[config.mk]
export PLATFORM = sky130hd
export DESIGN_NAME = indexed_binary_heap_queue_top
export DESIGN_NICKNAME = d
export VERILOG_FILES = /design/src/ihq_pkg.sv /design/src/ihq_ram.sv /design/src/ihq_ctrl.sv /design/src/ihq_dp.sv /design/src/indexed_binary_heap_queue_top.sv
export SDC_FILE = /design/constraint.sdc
export NUM_CORES = 2
export LEC_CHECK = 0
export BUFFER_PORTS_ARGS = -buffer_cell sky130_fd_sc_hd__buf_2
export CAP_MARGIN = 20
export CELL_PAD_IN_SITES_DETAIL_PLACEMENT = 1
export CELL_PAD_IN_SITES_GLOBAL_PLACEMENT = 1
export CORE_MARGIN = 10
export CORE_UTILIZATION = 55
export CTS_BUF_LIST = sky130_fd_sc_hd__clkbuf_4 sky130_fd_sc_hd__clkbuf_8
export DETAILED_ROUTE_END_ITERATION = 16
export HOLD_SLACK_MARGIN = 0.08
export MAX_ROUTING_LAYER = met4
export PLACE_DENSITY_LB_ADDON = 0.1
export SYNTH_ARGS = -nofsm -noshare
export SYNTH_HDL_FRONTEND = slang
export SYNTH_HIERARCHICAL = 1
export SYNTH_SLANG_ARGS = --single-unit
[constraint.sdc]
create_clock -name clk_i -period 24 [get_ports clk_i]
set_clock_uncertainty 0.15 [all_clocks]
set_input_delay 3.6 -clock clk_i [delete_from_list [all_inputs] [get_ports clk_i]]
set_output_delay 3.6 -clock clk_i [all_outputs]
set_load 0.02 [all_outputs]
[src/ihq_pkg.sv]
// ihq_pkg: shared sizes, codes and types for the indexed binary heap queue
// no dependencies; used by ihq_ctrl, ihq_dp and the top module

package ihq_pkg;

  localparam int MaxEntries = 64;
  localparam int IdW        = 6;
  localparam int PrioW      = 32;
  localparam int CountW     = 7;
  localparam int ModeW      = 3;
  localparam int StatusW    = 3;
  localparam int ChildW     = IdW + 2;
  localparam int SlotW      = IdW + PrioW;

  localparam logic CFG_MIN_ORDER = 1'b0;
  localparam logic CFG_CAPACITY  = 1'b1;

  localparam logic [ModeW-1:0] MODE_INSERT = 3'd0;
  localparam logic [ModeW-1:0] MODE_CHANGE = 3'd1;
  localparam logic [ModeW-1:0] MODE_REMOVE = 3'd2;
  localparam logic [ModeW-1:0] MODE_DELTOP = 3'd3;
  localparam logic [ModeW-1:0] MODE_GET    = 3'd4;

  typedef enum logic [StatusW-1:0] {
    ST_OK     = 3'd0,
    ST_RANGE  = 3'd1,
    ST_DUP    = 3'd2,
    ST_ABSENT = 3'd3,
    ST_EMPTY  = 3'd4
  } status_e;

  typedef enum logic [3:0] {
    S_IDLE, S_DECODE, S_LOOKUP, S_GET, S_TAKE_TOP, S_REMOVE, S_FILL,
    S_UP_RD, S_UP_CMP, S_DOWN_RDL, S_DOWN_RDR, S_DOWN_CMP, S_PLACE,
    S_TOP, S_DONE
  } state_e;

  typedef enum logic [3:0] {
    CMD_NONE, CMD_ACCEPT, CMD_DECODE, CMD_LOOKUP, CMD_GET, CMD_TAKE_TOP,
    CMD_REMOVE, CMD_FILL, CMD_UP_RD, CMD_UP_CMP, CMD_DOWN_RDL, CMD_DOWN_RDR,
    CMD_DOWN_CMP, CMD_PLACE, CMD_TOP_RD, CMD_LOAD_OUT
  } cmd_e;

  typedef struct packed {
    logic [ModeW-1:0] mode;
    logic             dec_insert;
    logic             dec_lookup;
    logic             dec_take;
    logic             pos_zero;
    logic             s_is_last;
    logic             l_in_heap;
    logic             up_swap;
    logic             down_swap;
    logic             out_free;
  } stat_t;

  function automatic logic outranks(logic min_ord, logic signed [PrioW-1:0] a,
                                    logic signed [PrioW-1:0] b);
    return min_ord ? (a < b) : (a > b);
  endfunction

endpackage

[src/ihq_ram.sv]
// ihq_ram: generic single-write, single-read ram with registered read data
// no dependencies

module ihq_ram #(
  parameter int Width = 8,
  parameter int Depth = 64
) (
  input  logic                     clk_i,
  input  logic                     we_i,
  input  logic [$clog2(Depth)-1:0] waddr_i,
  input  logic [Width-1:0]         wdata_i,
  input  logic                     re_i,
  input  logic [$clog2(Depth)-1:0] raddr_i,
  output logic [Width-1:0]         rdata_o
);

  logic [Width-1:0] mem [Depth];
  logic [Width-1:0] rdata_q;

  always_ff @(posedge clk_i) begin
    if (we_i) begin
      mem[waddr_i] <= wdata_i;
    end
    if (re_i) begin
      rdata_q <= mem[raddr_i];
    end
  end

  assign rdata_o = rdata_q;

endmodule

[src/ihq_ctrl.sv]
// ihq_ctrl: sequencer for the heap operations and the sift walks
// depends on ihq_pkg

module ihq_ctrl (
  input  logic          clk_i,
  input  logic          rst_ni,
  input  logic          in_valid_i,
  output logic          in_ready_o,
  input  ihq_pkg::stat_t stat_i,
  output ihq_pkg::cmd_e  cmd_o
);

  ihq_pkg::state_e state_q, state_d;

  always_ff @(posedge clk_i or negedge rst_ni) begin
    if (!rst_ni) begin
      state_q <= ihq_pkg::S_IDLE;
    end else begin
      state_q <= state_d;
    end
  end

  always_comb begin
    state_d    = state_q;
    cmd_o      = ihq_pkg::CMD_NONE;
    in_ready_o = 1'b0;
    unique case (state_q)
      ihq_pkg::S_IDLE: begin
        in_ready_o = 1'b1;
        if (in_valid_i) begin
          cmd_o   = ihq_pkg::CMD_ACCEPT;
          state_d = ihq_pkg::S_DECODE;
        end
      end
      ihq_pkg::S_DECODE: begin
        cmd_o = ihq_pkg::CMD_DECODE;
        if (stat_i.dec_insert) begin
          state_d = ihq_pkg::S_UP_RD;
        end else if (stat_i.dec_lookup) begin
          state_d = ihq_pkg::S_LOOKUP;
        end else if (stat_i.dec_take) begin
          state_d = ihq_pkg::S_TAKE_TOP;
        end else begin
          state_d = ihq_pkg::S_TOP;
        end
      end
      ihq_pkg::S_LOOKUP: begin
        cmd_o = ihq_pkg::CMD_LOOKUP;
        if (stat_i.mode == ihq_pkg::MODE_CHANGE) begin
          state_d = ihq_pkg::S_UP_RD;
        end else if (stat_i.mode == ihq_pkg::MODE_GET) begin
          state_d = ihq_pkg::S_GET;
        end else begin
          state_d = ihq_pkg::S_REMOVE;
        end
      end
      ihq_pkg::S_GET: begin
        cmd_o   = ihq_pkg::CMD_GET;
        state_d = ihq_pkg::S_TOP;
      end
      ihq_pkg::S_TAKE_TOP: begin
        cmd_o   = ihq_pkg::CMD_TAKE_TOP;
        state_d = ihq_pkg::S_REMOVE;
      end
      ihq_pkg::S_REMOVE: begin
        cmd_o   = ihq_pkg::CMD_REMOVE;
        state_d = stat_i.s_is_last ? ihq_pkg::S_TOP : ihq_pkg::S_FILL;
      end
      ihq_pkg::S_FILL: begin
        cmd_o   = ihq_pkg::CMD_FILL;
        state_d = ihq_pkg::S_UP_RD;
      end
      ihq_pkg::S_UP_RD: begin
        cmd_o   = ihq_pkg::CMD_UP_RD;
        state_d = stat_i.pos_zero ? ihq_pkg::S_DOWN_RDL : ihq_pkg::S_UP_CMP;
      end
      ihq_pkg::S_UP_CMP: begin
        cmd_o   = ihq_pkg::CMD_UP_CMP;
        state_d = stat_i.up_swap ? ihq_pkg::S_UP_RD : ihq_pkg::S_DOWN_RDL;
      end
      ihq_pkg::S_DOWN_RDL: begin
        cmd_o   = ihq_pkg::CMD_DOWN_RDL;
        state_d = stat_i.l_in_heap ? ihq_pkg::S_DOWN_RDR : ihq_pkg::S_PLACE;
      end
      ihq_pkg::S_DOWN_RDR: begin
        cmd_o   = ihq_pkg::CMD_DOWN_RDR;
        state_d = ihq_pkg::S_DOWN_CMP;
      end
      ihq_pkg::S_DOWN_CMP: begin
        cmd_o   = ihq_pkg::CMD_DOWN_CMP;
        state_d = stat_i.down_swap ? ihq_pkg::S_DOWN_RDL : ihq_pkg::S_PLACE;
      end
      ihq_pkg::S_PLACE: begin
        cmd_o   = ihq_pkg::CMD_PLACE;
        state_d = ihq_pkg::S_TOP;
      end
      ihq_pkg::S_TOP: begin
        cmd_o   = ihq_pkg::CMD_TOP_RD;
        state_d = ihq_pkg::S_DONE;
      end
      ihq_pkg::S_DONE: begin
        if (stat_i.out_free) begin
          cmd_o   = ihq_pkg::CMD_LOAD_OUT;
          state_d = ihq_pkg::S_IDLE;
        end
      end
      default: state_d = ihq_pkg::S_IDLE;
    endcase
  end

endmodule

[src/ihq_dp.sv]
// ihq_dp: heap datapath with slot and id-map rams, presence bits and result register
// depends on ihq_pkg and ihq_ram

module ihq_dp (
  input  logic                          clk_i,
  input  logic                          rst_ni,
  input  logic                          cfg_valid_i,
  input  logic                          cfg_index_i,
  input  logic [ihq_pkg::CountW-1:0]    cfg_data_i,
  input  logic [ihq_pkg::ModeW-1:0]     mode_i,
  input  logic [ihq_pkg::IdW-1:0]       entry_id_i,
  input  logic signed [ihq_pkg::PrioW-1:0] new_priority_i,
  input  ihq_pkg::cmd_e                 cmd_i,
  output ihq_pkg::stat_t                stat_o,
  output logic                          out_valid_o,
  input  logic                          out_ready_i,
  output logic [ihq_pkg::StatusW-1:0]   status_o,
  output logic [ihq_pkg::IdW-1:0]       answer_id_o,
  output logic signed [ihq_pkg::PrioW-1:0] answer_priority_o,
  output logic                          top_valid_o,
  output logic [ihq_pkg::IdW-1:0]       top_id_o,
  output logic signed [ihq_pkg::PrioW-1:0] top_priority_o,
  output logic [ihq_pkg::CountW-1:0]    entry_count_o
);

  localparam int IdW = ihq_pkg::IdW;
  localparam int PrioW = ihq_pkg::PrioW;
  localparam int CountW = ihq_pkg::CountW;
  localparam int ChildW = ihq_pkg::ChildW;
  localparam int SlotW = ihq_pkg::SlotW;

  logic                     min_order_q;
  logic [CountW-1:0]        cap_q;
  logic [ihq_pkg::ModeW-1:0] mode_q;
  logic [IdW-1:0]           id_q;
  logic signed [PrioW-1:0]  prio_q;
  logic [ihq_pkg::MaxEntries-1:0] present_q;
  logic [CountW-1:0]        held_q;
  logic signed [PrioW-1:0]  cur_prio_q;
  logic [IdW-1:0]           cur_owner_q;
  logic [IdW-1:0]           pos_q;
  logic signed [PrioW-1:0]  left_prio_q;
  logic [IdW-1:0]           left_owner_q;
  logic                     has_right_q;
  ihq_pkg::status_e         st_q;
  logic [IdW-1:0]           ans_id_q;
  logic signed [PrioW-1:0]  ans_prio_q;

  logic                     out_valid_q;
  logic [ihq_pkg::StatusW-1:0] out_status_q;
  logic [IdW-1:0]           out_ans_id_q;
  logic signed [PrioW-1:0]  out_ans_prio_q;
  logic                     out_top_valid_q;
  logic [IdW-1:0]           out_top_id_q;
  logic signed [PrioW-1:0]  out_top_prio_q;
  logic [CountW-1:0]        out_count_q;

  logic             slot_we, slot_re, id_we, id_re;
  logic [IdW-1:0]   slot_waddr, slot_raddr, id_waddr, id_raddr;
  logic [SlotW-1:0] slot_wdata, slot_rdata;
  logic [IdW-1:0]   id_wdata, id_rdata;

  logic signed [PrioW-1:0] rd_prio, child_prio;
  logic [IdW-1:0]   rd_owner, child_owner, parent, child_idx;
  logic [CountW-1:0] last;
  logic [ChildW-1:0] lchild, rchild;
  logic             in_range, id_here, s_is_last, l_in_heap, r_in_heap;
  logic             up_swap, right_wins, down_swap, valid_op, lookup_op;
  logic [CountW-1:0] cap_clamped;

  assign rd_prio   = slot_rdata[PrioW-1:0];
  assign rd_owner  = slot_rdata[SlotW-1:PrioW];
  assign in_range  = {1'b0, id_q} < cap_q;
  assign id_here   = present_q[id_q];
  assign last      = held_q - CountW'(1);
  assign s_is_last = {1'b0, pos_q} == last;
  assign parent    = (pos_q - IdW'(1)) >> 1;
  assign lchild    = {1'b0, pos_q, 1'b1};
  assign rchild    = lchild + ChildW'(1);
  assign l_in_heap = lchild < ChildW'(held_q);
  assign r_in_heap = rchild < ChildW'(held_q);
  assign up_swap   = ihq_pkg::outranks(min_order_q, cur_prio_q, rd_prio);
  assign right_wins = has_right_q && ihq_pkg::outranks(min_order_q, rd_prio, left_prio_q);
  assign child_prio  = right_wins ? rd_prio : left_prio_q;
  assign child_owner = right_wins ? rd_owner : left_owner_q;
  assign child_idx   = right_wins ? rchild[IdW-1:0] : lchild[IdW-1:0];
  assign down_swap = ihq_pkg::outranks(min_order_q, child_prio, cur_prio_q);
  assign valid_op  = mode_q <= ihq_pkg::MODE_GET;
  assign lookup_op = (mode_q == ihq_pkg::MODE_CHANGE) || (mode_q == ihq_pkg::MODE_REMOVE) ||
                     (mode_q == ihq_pkg::MODE_GET);

  always_comb begin
    stat_o.mode       = mode_q;
    stat_o.dec_insert = in_range && (mode_q == ihq_pkg::MODE_INSERT) && !id_here;
    stat_o.dec_lookup = in_range && lookup_op && id_here;
    stat_o.dec_take   = (mode_q == ihq_pkg::MODE_DELTOP) && (held_q != '0);
    stat_o.pos_zero   = pos_q == '0;
    stat_o.s_is_last  = s_is_last;
    stat_o.l_in_heap  = l_in_heap;
    stat_o.up_swap    = up_swap;
    stat_o.down_swap  = down_swap;
    stat_o.out_free   = !out_valid_q || out_ready_i;
  end

  always_comb begin
    slot_we    = 1'b0;
    slot_waddr = pos_q;
    slot_wdata = {cur_owner_q, cur_prio_q};
    slot_re    = 1'b0;
    slot_raddr = '0;
    id_we      = 1'b0;
    id_waddr   = cur_owner_q;
    id_wdata   = pos_q;
    id_re      = 1'b0;
    id_raddr   = id_q;
    unique case (cmd_i)
      ihq_pkg::CMD_DECODE: begin
        id_re   = stat_o.dec_lookup;
        slot_re = stat_o.dec_take;
      end
      ihq_pkg::CMD_LOOKUP: begin
        slot_re    = mode_q == ihq_pkg::MODE_GET;
        slot_raddr = id_rdata;
      end
      ihq_pkg::CMD_REMOVE: begin
        slot_re    = !s_is_last;
        slot_raddr = last[IdW-1:0];
      end
      ihq_pkg::CMD_UP_RD: begin
        slot_re    = pos_q != '0;
        slot_raddr = parent;
      end
      ihq_pkg::CMD_UP_CMP: begin
        slot_we    = up_swap;
        slot_wdata = slot_rdata;
        id_we      = up_swap;
        id_waddr   = rd_owner;
      end
      ihq_pkg::CMD_DOWN_RDL: begin
        slot_re    = l_in_heap;
        slot_raddr = lchild[IdW-1:0];
      end
      ihq_pkg::CMD_DOWN_RDR: begin
        slot_re    = r_in_heap;
        slot_raddr = rchild[IdW-1:0];
      end
      ihq_pkg::CMD_DOWN_CMP: begin
        slot_we    = down_swap;
        slot_wdata = {child_owner, child_prio};
        id_we      = down_swap;
        id_waddr   = child_owner;
      end
      ihq_pkg::CMD_PLACE: begin
        slot_we = 1'b1;
        id_we   = 1'b1;
      end
      ihq_pkg::CMD_TOP_RD: begin
        slot_re = 1'b1;
      end
      default: ;
    endcase
  end

  always_comb begin
    cap_clamped = cfg_data_i;
    if (cfg_data_i == '0) begin
      cap_clamped = CountW'(1);
    end else if (cfg_data_i > CountW'(ihq_pkg::MaxEntries)) begin
      cap_clamped = CountW'(ihq_pkg::MaxEntries);
    end
  end

  always_ff @(posedge clk_i or negedge rst_ni) begin
    if (!rst_ni) begin
      min_order_q <= 1'b1;
      cap_q       <= CountW'(ihq_pkg::MaxEntries);
      present_q   <= '0;
      held_q      <= '0;
      out_valid_q <= 1'b0;
    end else begin
      if (cfg_valid_i) begin
        if (cfg_index_i == ihq_pkg::CFG_MIN_ORDER) begin
          min_order_q <= cfg_data_i[0];
        end else begin
          cap_q <= cap_clamped;
        end
      end
      if (cmd_i == ihq_pkg::CMD_LOAD_OUT) begin
        out_valid_q <= 1'b1;
      end else if (out_valid_q && out_ready_i) begin
        out_valid_q <= 1'b0;
      end
      unique case (cmd_i)
        ihq_pkg::CMD_DECODE: begin
          if (stat_o.dec_insert) begin
            present_q[id_q] <= 1'b1;
            held_q          <= held_q + CountW'(1);
          end
        end
        ihq_pkg::CMD_LOOKUP: begin
          if (mode_q == ihq_pkg::MODE_REMOVE) begin
            present_q[id_q] <= 1'b0;
          end
        end
        ihq_pkg::CMD_TAKE_TOP: present_q[rd_owner] <= 1'b0;
        ihq_pkg::CMD_REMOVE:   held_q <= last;
        default: ;
      endcase
    end
  end

  always_ff @(posedge clk_i) begin
    unique case (cmd_i)
      ihq_pkg::CMD_ACCEPT: begin
        mode_q     <= mode_i;
        id_q       <= entry_id_i;
        prio_q     <= new_priority_i;
        st_q       <= ihq_pkg::ST_OK;
        ans_id_q   <= '0;
        ans_prio_q <= '0;
      end
      ihq_pkg::CMD_DECODE: begin
        if (valid_op && (mode_q != ihq_pkg::MODE_DELTOP) && !in_range) begin
          st_q <= ihq_pkg::ST_RANGE;
        end else if (mode_q == ihq_pkg::MODE_INSERT) begin
          if (id_here) begin
            st_q <= ihq_pkg::ST_DUP;
          end
          cur_prio_q  <= prio_q;
          cur_owner_q <= id_q;
          pos_q       <= held_q[IdW-1:0];
        end else if (lookup_op) begin
          if (!id_here) begin
            st_q <= ihq_pkg::ST_ABSENT;
          end
        end else if (mode_q == ihq_pkg::MODE_DELTOP) begin
          if (held_q == '0) begin
            st_q <= ihq_pkg::ST_EMPTY;
          end
        end
      end
      ihq_pkg::CMD_LOOKUP: begin
        pos_q       <= id_rdata;
        cur_prio_q  <= prio_q;
        cur_owner_q <= id_q;
      end
      ihq_pkg::CMD_GET: ans_prio_q <= rd_prio;
      ihq_pkg::CMD_TAKE_TOP: begin
        ans_id_q   <= rd_owner;
        ans_prio_q <= rd_prio;
        pos_q      <= '0;
      end
      ihq_pkg::CMD_FILL: begin
        cur_prio_q  <= rd_prio;
        cur_owner_q <= rd_owner;
      end
      ihq_pkg::CMD_UP_CMP: begin
        if (up_swap) begin
          pos_q <= parent;
        end
      end
      ihq_pkg::CMD_DOWN_RDR: begin
        left_prio_q  <= rd_prio;
        left_owner_q <= rd_owner;
        has_right_q  <= r_in_heap;
      end
      ihq_pkg::CMD_DOWN_CMP: begin
        if (down_swap) begin
          pos_q <= child_idx;
        end
      end
      ihq_pkg::CMD_LOAD_OUT: begin
        out_status_q    <= st_q;
        out_ans_id_q    <= ans_id_q;
        out_ans_prio_q  <= ans_prio_q;
        out_count_q     <= held_q;
        out_top_valid_q <= held_q != '0;
        out_top_id_q    <= (held_q != '0) ? rd_owner : '0;
        out_top_prio_q  <= (held_q != '0) ? rd_prio : '0;
      end
      default: ;
    endcase
  end

  ihq_ram #(.Width(SlotW), .Depth(ihq_pkg::MaxEntries)) u_slot_ram (
    .clk_i   (clk_i),
    .we_i    (slot_we),
    .waddr_i (slot_waddr),
    .wdata_i (slot_wdata),
    .re_i    (slot_re),
    .raddr_i (slot_raddr),
    .rdata_o (slot_rdata)
  );

  ihq_ram #(.Width(IdW), .Depth(ihq_pkg::MaxEntries)) u_id_ram (
    .clk_i   (clk_i),
    .we_i    (id_we),
    .waddr_i (id_waddr),
    .wdata_i (id_wdata),
    .re_i    (id_re),
    .raddr_i (id_raddr),
    .rdata_o (id_rdata)
  );

  assign out_valid_o       = out_valid_q;
  assign status_o          = out_status_q;
  assign answer_id_o       = out_ans_id_q;
  assign answer_priority_o = out_ans_prio_q;
  assign top_valid_o       = out_top_valid_q;
  assign top_id_o          = out_top_id_q;
  assign top_priority_o    = out_top_prio_q;
  assign entry_count_o     = out_count_q;

endmodule

[src/indexed_binary_heap_queue_top.sv]
// indexed_binary_heap_queue_top: indexed min/max heap priority queue
// depends on ihq_pkg, ihq_ctrl, ihq_dp (which holds the ihq_ram instances)
//
//  channel  handshake                    payload
//  in       in_valid_i / in_ready_o      mode_i, entry_id_i, new_priority_i
//  out      out_valid_o / out_ready_i    status_o .. entry_count_o
//  cfg      cfg_valid_i / cfg_ready_o    cfg_index_i, cfg_data_i
//
// an item that only reports a status passes decode, top read and done before the
// next free input, get priority adds the lookup and get states, and delete top
// a full sift-down; each heap level takes a read and a compare going up and two
// reads and a compare going down through the single read port of the slot ram
// reset clears the presence bits and count; the rams need no clearing
// a new item is taken once the previous one is in the output register
// a stalled output transfer holds the next result in its final state

module indexed_binary_heap_queue_top (
  input  logic                             clk_i,
  input  logic                             rst_ni,
  input  logic                             cfg_valid_i,
  output logic                             cfg_ready_o,
  input  logic                             cfg_index_i,
  input  logic [ihq_pkg::CountW-1:0]       cfg_data_i,
  input  logic                             in_valid_i,
  output logic                             in_ready_o,
  input  logic [ihq_pkg::ModeW-1:0]        mode_i,
  input  logic [ihq_pkg::IdW-1:0]          entry_id_i,
  input  logic signed [ihq_pkg::PrioW-1:0] new_priority_i,
  output logic                             out_valid_o,
  input  logic                             out_ready_i,
  output logic [ihq_pkg::StatusW-1:0]      status_o,
  output logic [ihq_pkg::IdW-1:0]          answer_id_o,
  output logic signed [ihq_pkg::PrioW-1:0] answer_priority_o,
  output logic                             top_valid_o,
  output logic [ihq_pkg::IdW-1:0]          top_id_o,
  output logic signed [ihq_pkg::PrioW-1:0] top_priority_o,
  output logic [ihq_pkg::CountW-1:0]       entry_count_o
);

  ihq_pkg::cmd_e  cmd;
  ihq_pkg::stat_t stat;

  assign cfg_ready_o = 1'b1;

  ihq_ctrl u_ctrl (
    .clk_i      (clk_i),
    .rst_ni     (rst_ni),
    .in_valid_i (in_valid_i),
    .in_ready_o (in_ready_o),
    .stat_i     (stat),
    .cmd_o      (cmd)
  );

  ihq_dp u_dp (
    .clk_i             (clk_i),
    .rst_ni            (rst_ni),
    .cfg_valid_i       (cfg_valid_i),
    .cfg_index_i       (cfg_index_i),
    .cfg_data_i        (cfg_data_i),
    .mode_i            (mode_i),
    .entry_id_i        (entry_id_i),
    .new_priority_i    (new_priority_i),
    .cmd_i             (cmd),
    .stat_o            (stat),
    .out_valid_o       (out_valid_o),
    .out_ready_i       (out_ready_i),
    .status_o          (status_o),
    .answer_id_o       (answer_id_o),
    .answer_priority_o (answer_priority_o),
    .top_valid_o       (top_valid_o),
    .top_id_o          (top_id_o),
    .top_priority_o    (top_priority_o),
    .entry_count_o     (entry_count_o)
  );

endmodule
# Yosys cells after proc, flatten, opt, wreduce, memory -nomap -nowiden
# Memories as Yosys holds them, arrays and structs flattened. A register that Yosys moved wholly into a read port is not among the register bits.
# Cells that the tools add are included.
[word_totals]
register_bits = 336
latchBits = 0
ramBits = 2816
romBits = 0
wordCells = 209
n_memories = 2
[classes]
n_addsub = 4
n_mul = 0
n_div = 0
magnitude_cmp = 15
n_eq_ne = 47
shift = 0
muxes = 67
bitwise_logic = 6
reduce_logical = 43
[memory_table]
columns = ["name", "words", "width", "rd", "rd_clocked_by_memory_dff", "write_ports", "line_no", "rtl"]
rows = [
  ["u_dp.u_slot_ram.mem", 64, 38, 1, 1, 1, "ihq_ram.sv:17", "logic [Width-1:0] mem [Depth];"],
  ["u_dp.u_id_ram.mem", 64, 6, 1, 1, 1, "ihq_ram.sv:17", ""],
]
[op_table]
columns = ["operator", "count"]
rows = [
  ["$pmux 64 s3", 1],
  ["$and 64x64->64", 2],
  ["$mux 64", 2],
  ["$not 64->64", 2],
  ["$gt 32x32->1", 3],
  ["$lt 32x32->1", 3],
  ["$mux 32", 3],
  ["$pmux 32 s3", 1],
  ["$pmux 38 s2", 1],
  ["$or 64x64->64", 1],
  ["$pmux 32 s2", 1],
  ["$eq 4x4->1 const B", 15],
  ["$pmux 4 s15", 1],
  ["$pmux 6 s5", 2],
  ["$pmux 4 s14", 1],
  ["$mux 6", 8],
  ["$mux 4", 9],
  ["$eq 4x3->1 const B", 8],
  ["$mux 3", 10],
  ["$pmux 6 s2", 2],
  ["$mux 7", 3],
  ["$pmux 6 s3", 1],
  ["$eq 4x2->1 const B", 4],
  ["$logic_not 7->1", 2],
  ["45 further kinds", 96],
]

# Depth between registers and ports, before layout
[depth]
ltp_word = 9
ltp_mapped = 24
mapped_depth_nobuf = 22

# Hierarchy
# The synthesis kept the hierarchy.
[modules_own_cells]
columns = ["mod", "instances", "cells_each", "area_each_um2", "seq_area_each_um2"]
rows = [
  ["ihq_ram (u_dp.u_slot_ram)", 1, 3989, 93319.5, 74171.1],
  ["ihq_dp", 1, 1601, 18330.1, 9571.7],
  ["ihq_ram (u_dp.u_id_ram)", 1, 720, 15285.9, 11711.2],
  ["ihq_ctrl", 1, 70, 506.7, 100.1],
  ["indexed_binary_heap_queue_top", 1, 2, 11.3, 0.0],
]

# Least setup slack after synthesis
# OpenSTA, ideal clock, no wires.
[synth_path]
path_kind = "input port to flip-flop"
from = "input port out_ready_i"
to = "register u_dp.ans_prio_q[0], enable pin"
setup_time_ns = 0.428
t_arrival_ns = 8.582
slack_ns = 14.840
path_stages = 6
n_path_buf = 1
path_cell_list = "nand2b_1 > a21o_1 > a22o_1 > clkbuf_1 > nor3_1 > o21bai_1"
[synth_between]
elab_chain_cells = 6
[synth_lines]
columns = ["element", "line_no", "rtl"]
rows = [
  ["start, declared", "indexed_binary_heap_queue_top.sv:30", "input logic out_ready_i,"],
  ["$logic_or 1x1->1 (*)", "ihq_dp.sv:102", "stat_o.out_free = !out_valid_q || out_ready_i;"],
  ["$mux 4 (*)", "ihq_ctrl.sv:102", "if (stat_i.out_free) begin"],
  ["$pmux 4 s15 (*)", "ihq_ctrl.sv:27", "unique case (state_q)"],
  ["net cmd[3]", "indexed_binary_heap_queue_top.sv:40", "ihq_pkg::cmd_e cmd;"],
  ["$eq 4x3->1", "ihq_dp.sv:213", "unique case (cmd_i)"],
  ["$reduce_or 2->1 (no line)", "n/a", ""],
  ["$reduce_bool 2->1 (no line) (*)", "n/a", ""],
  ["end signal, assigned", "ihq_dp.sv:247", "ihq_pkg::CMD_GET: ans_prio_q <= rd_prio;"],
  ["end signal, assigned", "ihq_dp.sv:250", "ans_prio_q <= rd_prio;"],
  ["end, declared", "ihq_dp.sv:47", "logic signed [PrioW-1:0] ans_prio_q;"],
]
# Mark *: on every way through the listed nets, which the timed path passes. The rest lies on a longest branch.
# A chain may end at the register's enable or synchronous reset.

==> flow_summary_export.csv <==
group,metric,value,unit
clocking,cts_made_buffers,540,
run,max_cap_violations,0,
clocking,cts_num_sinks,3196,
yosys,yosysWarnings,6,
yosys,yosysUniqueCellTypes,97,
yosys,synth_seq_cells,3196,
routing,first_pass_iters,6,
floorplan,core-area,0.230,mm²
timing,setup_tns,0,ns
hold_path,holdPathStages,0,
routing,via_count,69100,
finish,nets,7085,
pwr,swShare,37.2,%
finish,final_area,0.143,mm²
clocking,cts-root-buf,"clkbuf_8",
routing,met1Wirelength,144,mm
grt,grt_max_degree,133,
timing,rsz0062_at_grt,"no",
grt,grt_pass1_wl,520,mm
setup_path,start_kind,"input port",
hold_path,hold_path_class,"register to register",
routing,wl_per_cell,34.9,µm
placed_design,dp_hpwl,201,mm
yosys,synthFlopType,"edfxtp_1",
routing,dr.max_layer_used,"met4",
timing,fmax,97.8,MHz
floorplan,pin_count,144,
pwr,internal_power,12.9,mW
routing,wl_met2,171,mm
timing,hold_viol_final,0,
clocking,cts_setup_buffers,0,
pwr,combPwrFrac,38.3,%
grt,antenna_found_initial,15,
placed_design,io_buffers,142,
pwr,power_density,144,mW/mm²
setup_path,cp.required,24.60,ns
floorplan,die_area,0.251,mm²
clocking,ctsHtreeMaxLevel,6,
clocking,cts_resized,0,
clocking,insertion_delay,1.09,ns
floorplan,num_rows,176,
timing,fin_crit,10.22,ns
pwr,switching_power,7.61,mW
routing,detail-route-antenna-nets,0,
placed_design,gp_congestion,0.852,
pwr,pwr-share-clk,22.7,%
pwr,power_leakage,45.5,nW
yosys,netlist_area,0.127,mm²
grt,grt_pass1_vias,71900,
timing,drv_slew,0,
yosys,syn_area_per_cell,20.0,µm²
clocking,postCtsHoldBufs,0,
finish,drive_gt1_share,29.2,%
status,status,"finished, final reports clean",
pwr,ir_drop,141,µV
routing,avgViaCountPerCell,6.70,
setup_path,worstPathMaxFanout,132,
placed_design,dpl_cell_area,0.132,mm²
floorplan,start_util,55.3,%
yosys,syn_inst,6382,
timing,timing.slew.headroom,15.3,%
routing,drt_drc_violations_left,0,
finish,syn2layout_area_growth,11.9,%
clocking,clock_path_buffers,4,
yosys,syn_nets,6555,
timing,setup_viol_count_final,0,
clocking,clk_pin_slew,0.06,ns
floorplan,die_h,501,µm
finish,layout_common_cells,"3112 x edfxtp_1, 703 x mux4_2, 561 x clkbuf_8",
clocking,cts_tree,"done",
setup_path,rr_worst_depth,23,
grt,grt_usage,29.3,%
routing,wirelength,360,mm
timing,fin_crit_sh,42.6,%
floorplan,die_w,501,µm
yosys,async_flop_share,2.63,%
routing,route.met3.wl,36.2,mm
setup_path,end_kind,"register",
setup_path,arrival,10.83,ns
finish,mostFrequentLayoutCell,"edfxtp_1",
yosys,ys_seq_area_share,75.0,%
pwr,p_seq_share,39.0,%
yosys,synth-edff-count,3112,
timing,worstMarginPinSlew,1.27,ns
routing,drt-initial-drc-count,9322,
grt,grt_overflow,0,
setup_path,crit_type,"input port to register",
==> worst max-delay path, stage by stage <==
cell and delay, ns:
buf_2 0.08, nand2b_1 0.27, nor2b_1 0.11, o21ai_1 0.13
nand2_1 0.07, o31ai_1 0.29, inv_1 0.28, nor2_1 0.30
nand2_1 0.36, nor2_1 0.24, a21oi_1 0.09, nand3_4 0.39
buf_4 0.61, buf_12 0.58, buf_4 0.82, buf_4 0.85
mux4_2 0.41, a22oi_1 0.20, nand2_1 0.10, o22ai_1 0.44
nor2_1 0.09
==> power groups by stage <==
| stage | combinational [mW] | clock (mW) | sequential [mW] |
|---|---|---|---|
| floorplan | 4.82 | 0 | 8.04 |
| global placement | 7.45 | 0 | 8.08 |
| detailed placement | 7.67 | 0 | 8.10 |
| CTS | 7.70 | 4.73 | 7.99 |
| global route | 8.36 | 4.99 | 8.00 |
| finish | 7.84 | 4.65 | 7.98 |
==> Yosys cell counts, types with 39 or more instances <==
master | number | area [µm²]
edfxtp_1 | 3112 | 93400
mux4_2 | 703 | 15800
nor2_1 | 250 | 938
nand2_1 | 226 | 848
clkbuf_1 | 171 | 642
a22oi_1 | 145 | 1090
inv_1 | 130 | 488
a21oi_1 | 126 | 631
ha_1 | 119 | 1490
o22ai_1 | 118 | 738
nor3_1 | 105 | 526
a221o_1 | 104 | 1040
o21ai_0 | 102 | 510
mux2i_1 | 92 | 921
buf_2 | 85 | 425
dfrtp_1 | 82 | 2050
o221a_2 | 63 | 709
and2_1 | 49 | 307
o221ai_1 | 46 | 403
mux2_2 | 45 | 507
nand3_1 | 44 | 220
buf_1 | 39 | 146
==> sequential cells by signal (all words and copies together), names as in the netlist, 4 cells and up <==
| signal | count |
|---|---|
| u_dp/ans_id_q | 6 |
| u_dp/id_q | 6 |
| u_dp/prio_q | 32 |
| u_dp/left_prio_q | 32 |
| u_dp/cur_owner_q | 6 |
| u_dp/id_wdata | 6 |
| u_dp/u_slot_ram/mem | 2432 |
| u_ctrl/state_q | 4 |
| u_dp/top_priority_o | 32 |
| u_dp/u_slot_ram/rdata_o | 38 |
| u_dp/held_q | 7 |
| u_dp/u_id_ram/mem | 384 |
| u_dp/entry_count_o | 7 |
| u_dp/answer_priority_o | 32 |
| u_dp/answer_id_o | 6 |
| u_dp/u_id_ram/rdata_o | 6 |
| u_dp/left_owner_q | 6 |
| u_dp/ans_prio_q | 32 |
| u_dp/cap_q | 7 |
| u_dp/top_id_o | 6 |
| u_dp/cur_prio_q | 32 |
| u_dp/present_q | 64 |
==> cell families after synthesis <==
kind of cell,share of synthesized area (%)
AO/OA/AOI/OAI,4.93
XOR/XNOR,0.192
flip-flops,75.0
adder cells (fa/ha/maj),1.17
multiplexers,13.7
AND/OR/NAND/NOR,3.19
other,0.00294
buffers and inverters,1.85
==> per-layer routing <==
| layer | track usage (%) | vias up |
|---|---|---|
| li1 | - | 27700 |
| met1 | 41.1 | 36700 |
| met2 | 44.3 | 4005 |
| met3 | 5.80 | 692 |
| met4 | 8.42 | 0 |
| met5 | - | - |
==> through the flow <==
stage	hold WS, ns	util, %	std cells	worst slack, ns	power (mW)
floorplan	0.250	-	6382	14.84	12.9
global placement	0.252	57.4	9381	12.97	15.5
detailed placement	0.256	57.4	9382	12.80	15.8
CTS	0.262	61.8	10300	13.87	20.4
global route	0.270	61.9	10300	13.16	21.4
finish	0.257	61.9	10300	13.78	20.5
==> worst paths after layout <==
kind	start	to	slack (ns)
worst max-delay path	out_ready_i	u_dp/u_slot_ram/rdata_o[12]$_DFFE_PP_	13.78
worst min register to register	u_dp/ans_prio_q[24]$_SDFFCE_PN0P_	u_dp/answer_priority_o[24]$_DFFE_PP_	0.26
worst min-delay path	u_dp/ans_prio_q[24]$_SDFFCE_PN0P_	u_dp/answer_priority_o[24]$_DFFE_PP_	0.26
min in group asynchronous	rst_ni	u_ctrl/state_q[1]$_DFFE_PN0P_	2.23
max in group asynchronous	rst_ni	u_dp/cap_q[6]$_DFFE_PN1P_	20.57
worst max register to register	u_dp/u_slot_ram/rdata_o[9]$_DFFE_PP_	u_dp/u_slot_ram/mem[26][25]$_DFFE_PP_	13.92
==> layout make-up <==
cell class,count,area [µm²]
sequential,3196,95600
inverter,132,495
clock inverter,171,1020
fill,19500,87700
clock buffer,733,9010
timing repair buffer,348,2520
tap,3026,3790
antenna,10,25.0
multi-input combinational,2694,30200
Power figures use the tool's default switching activity.
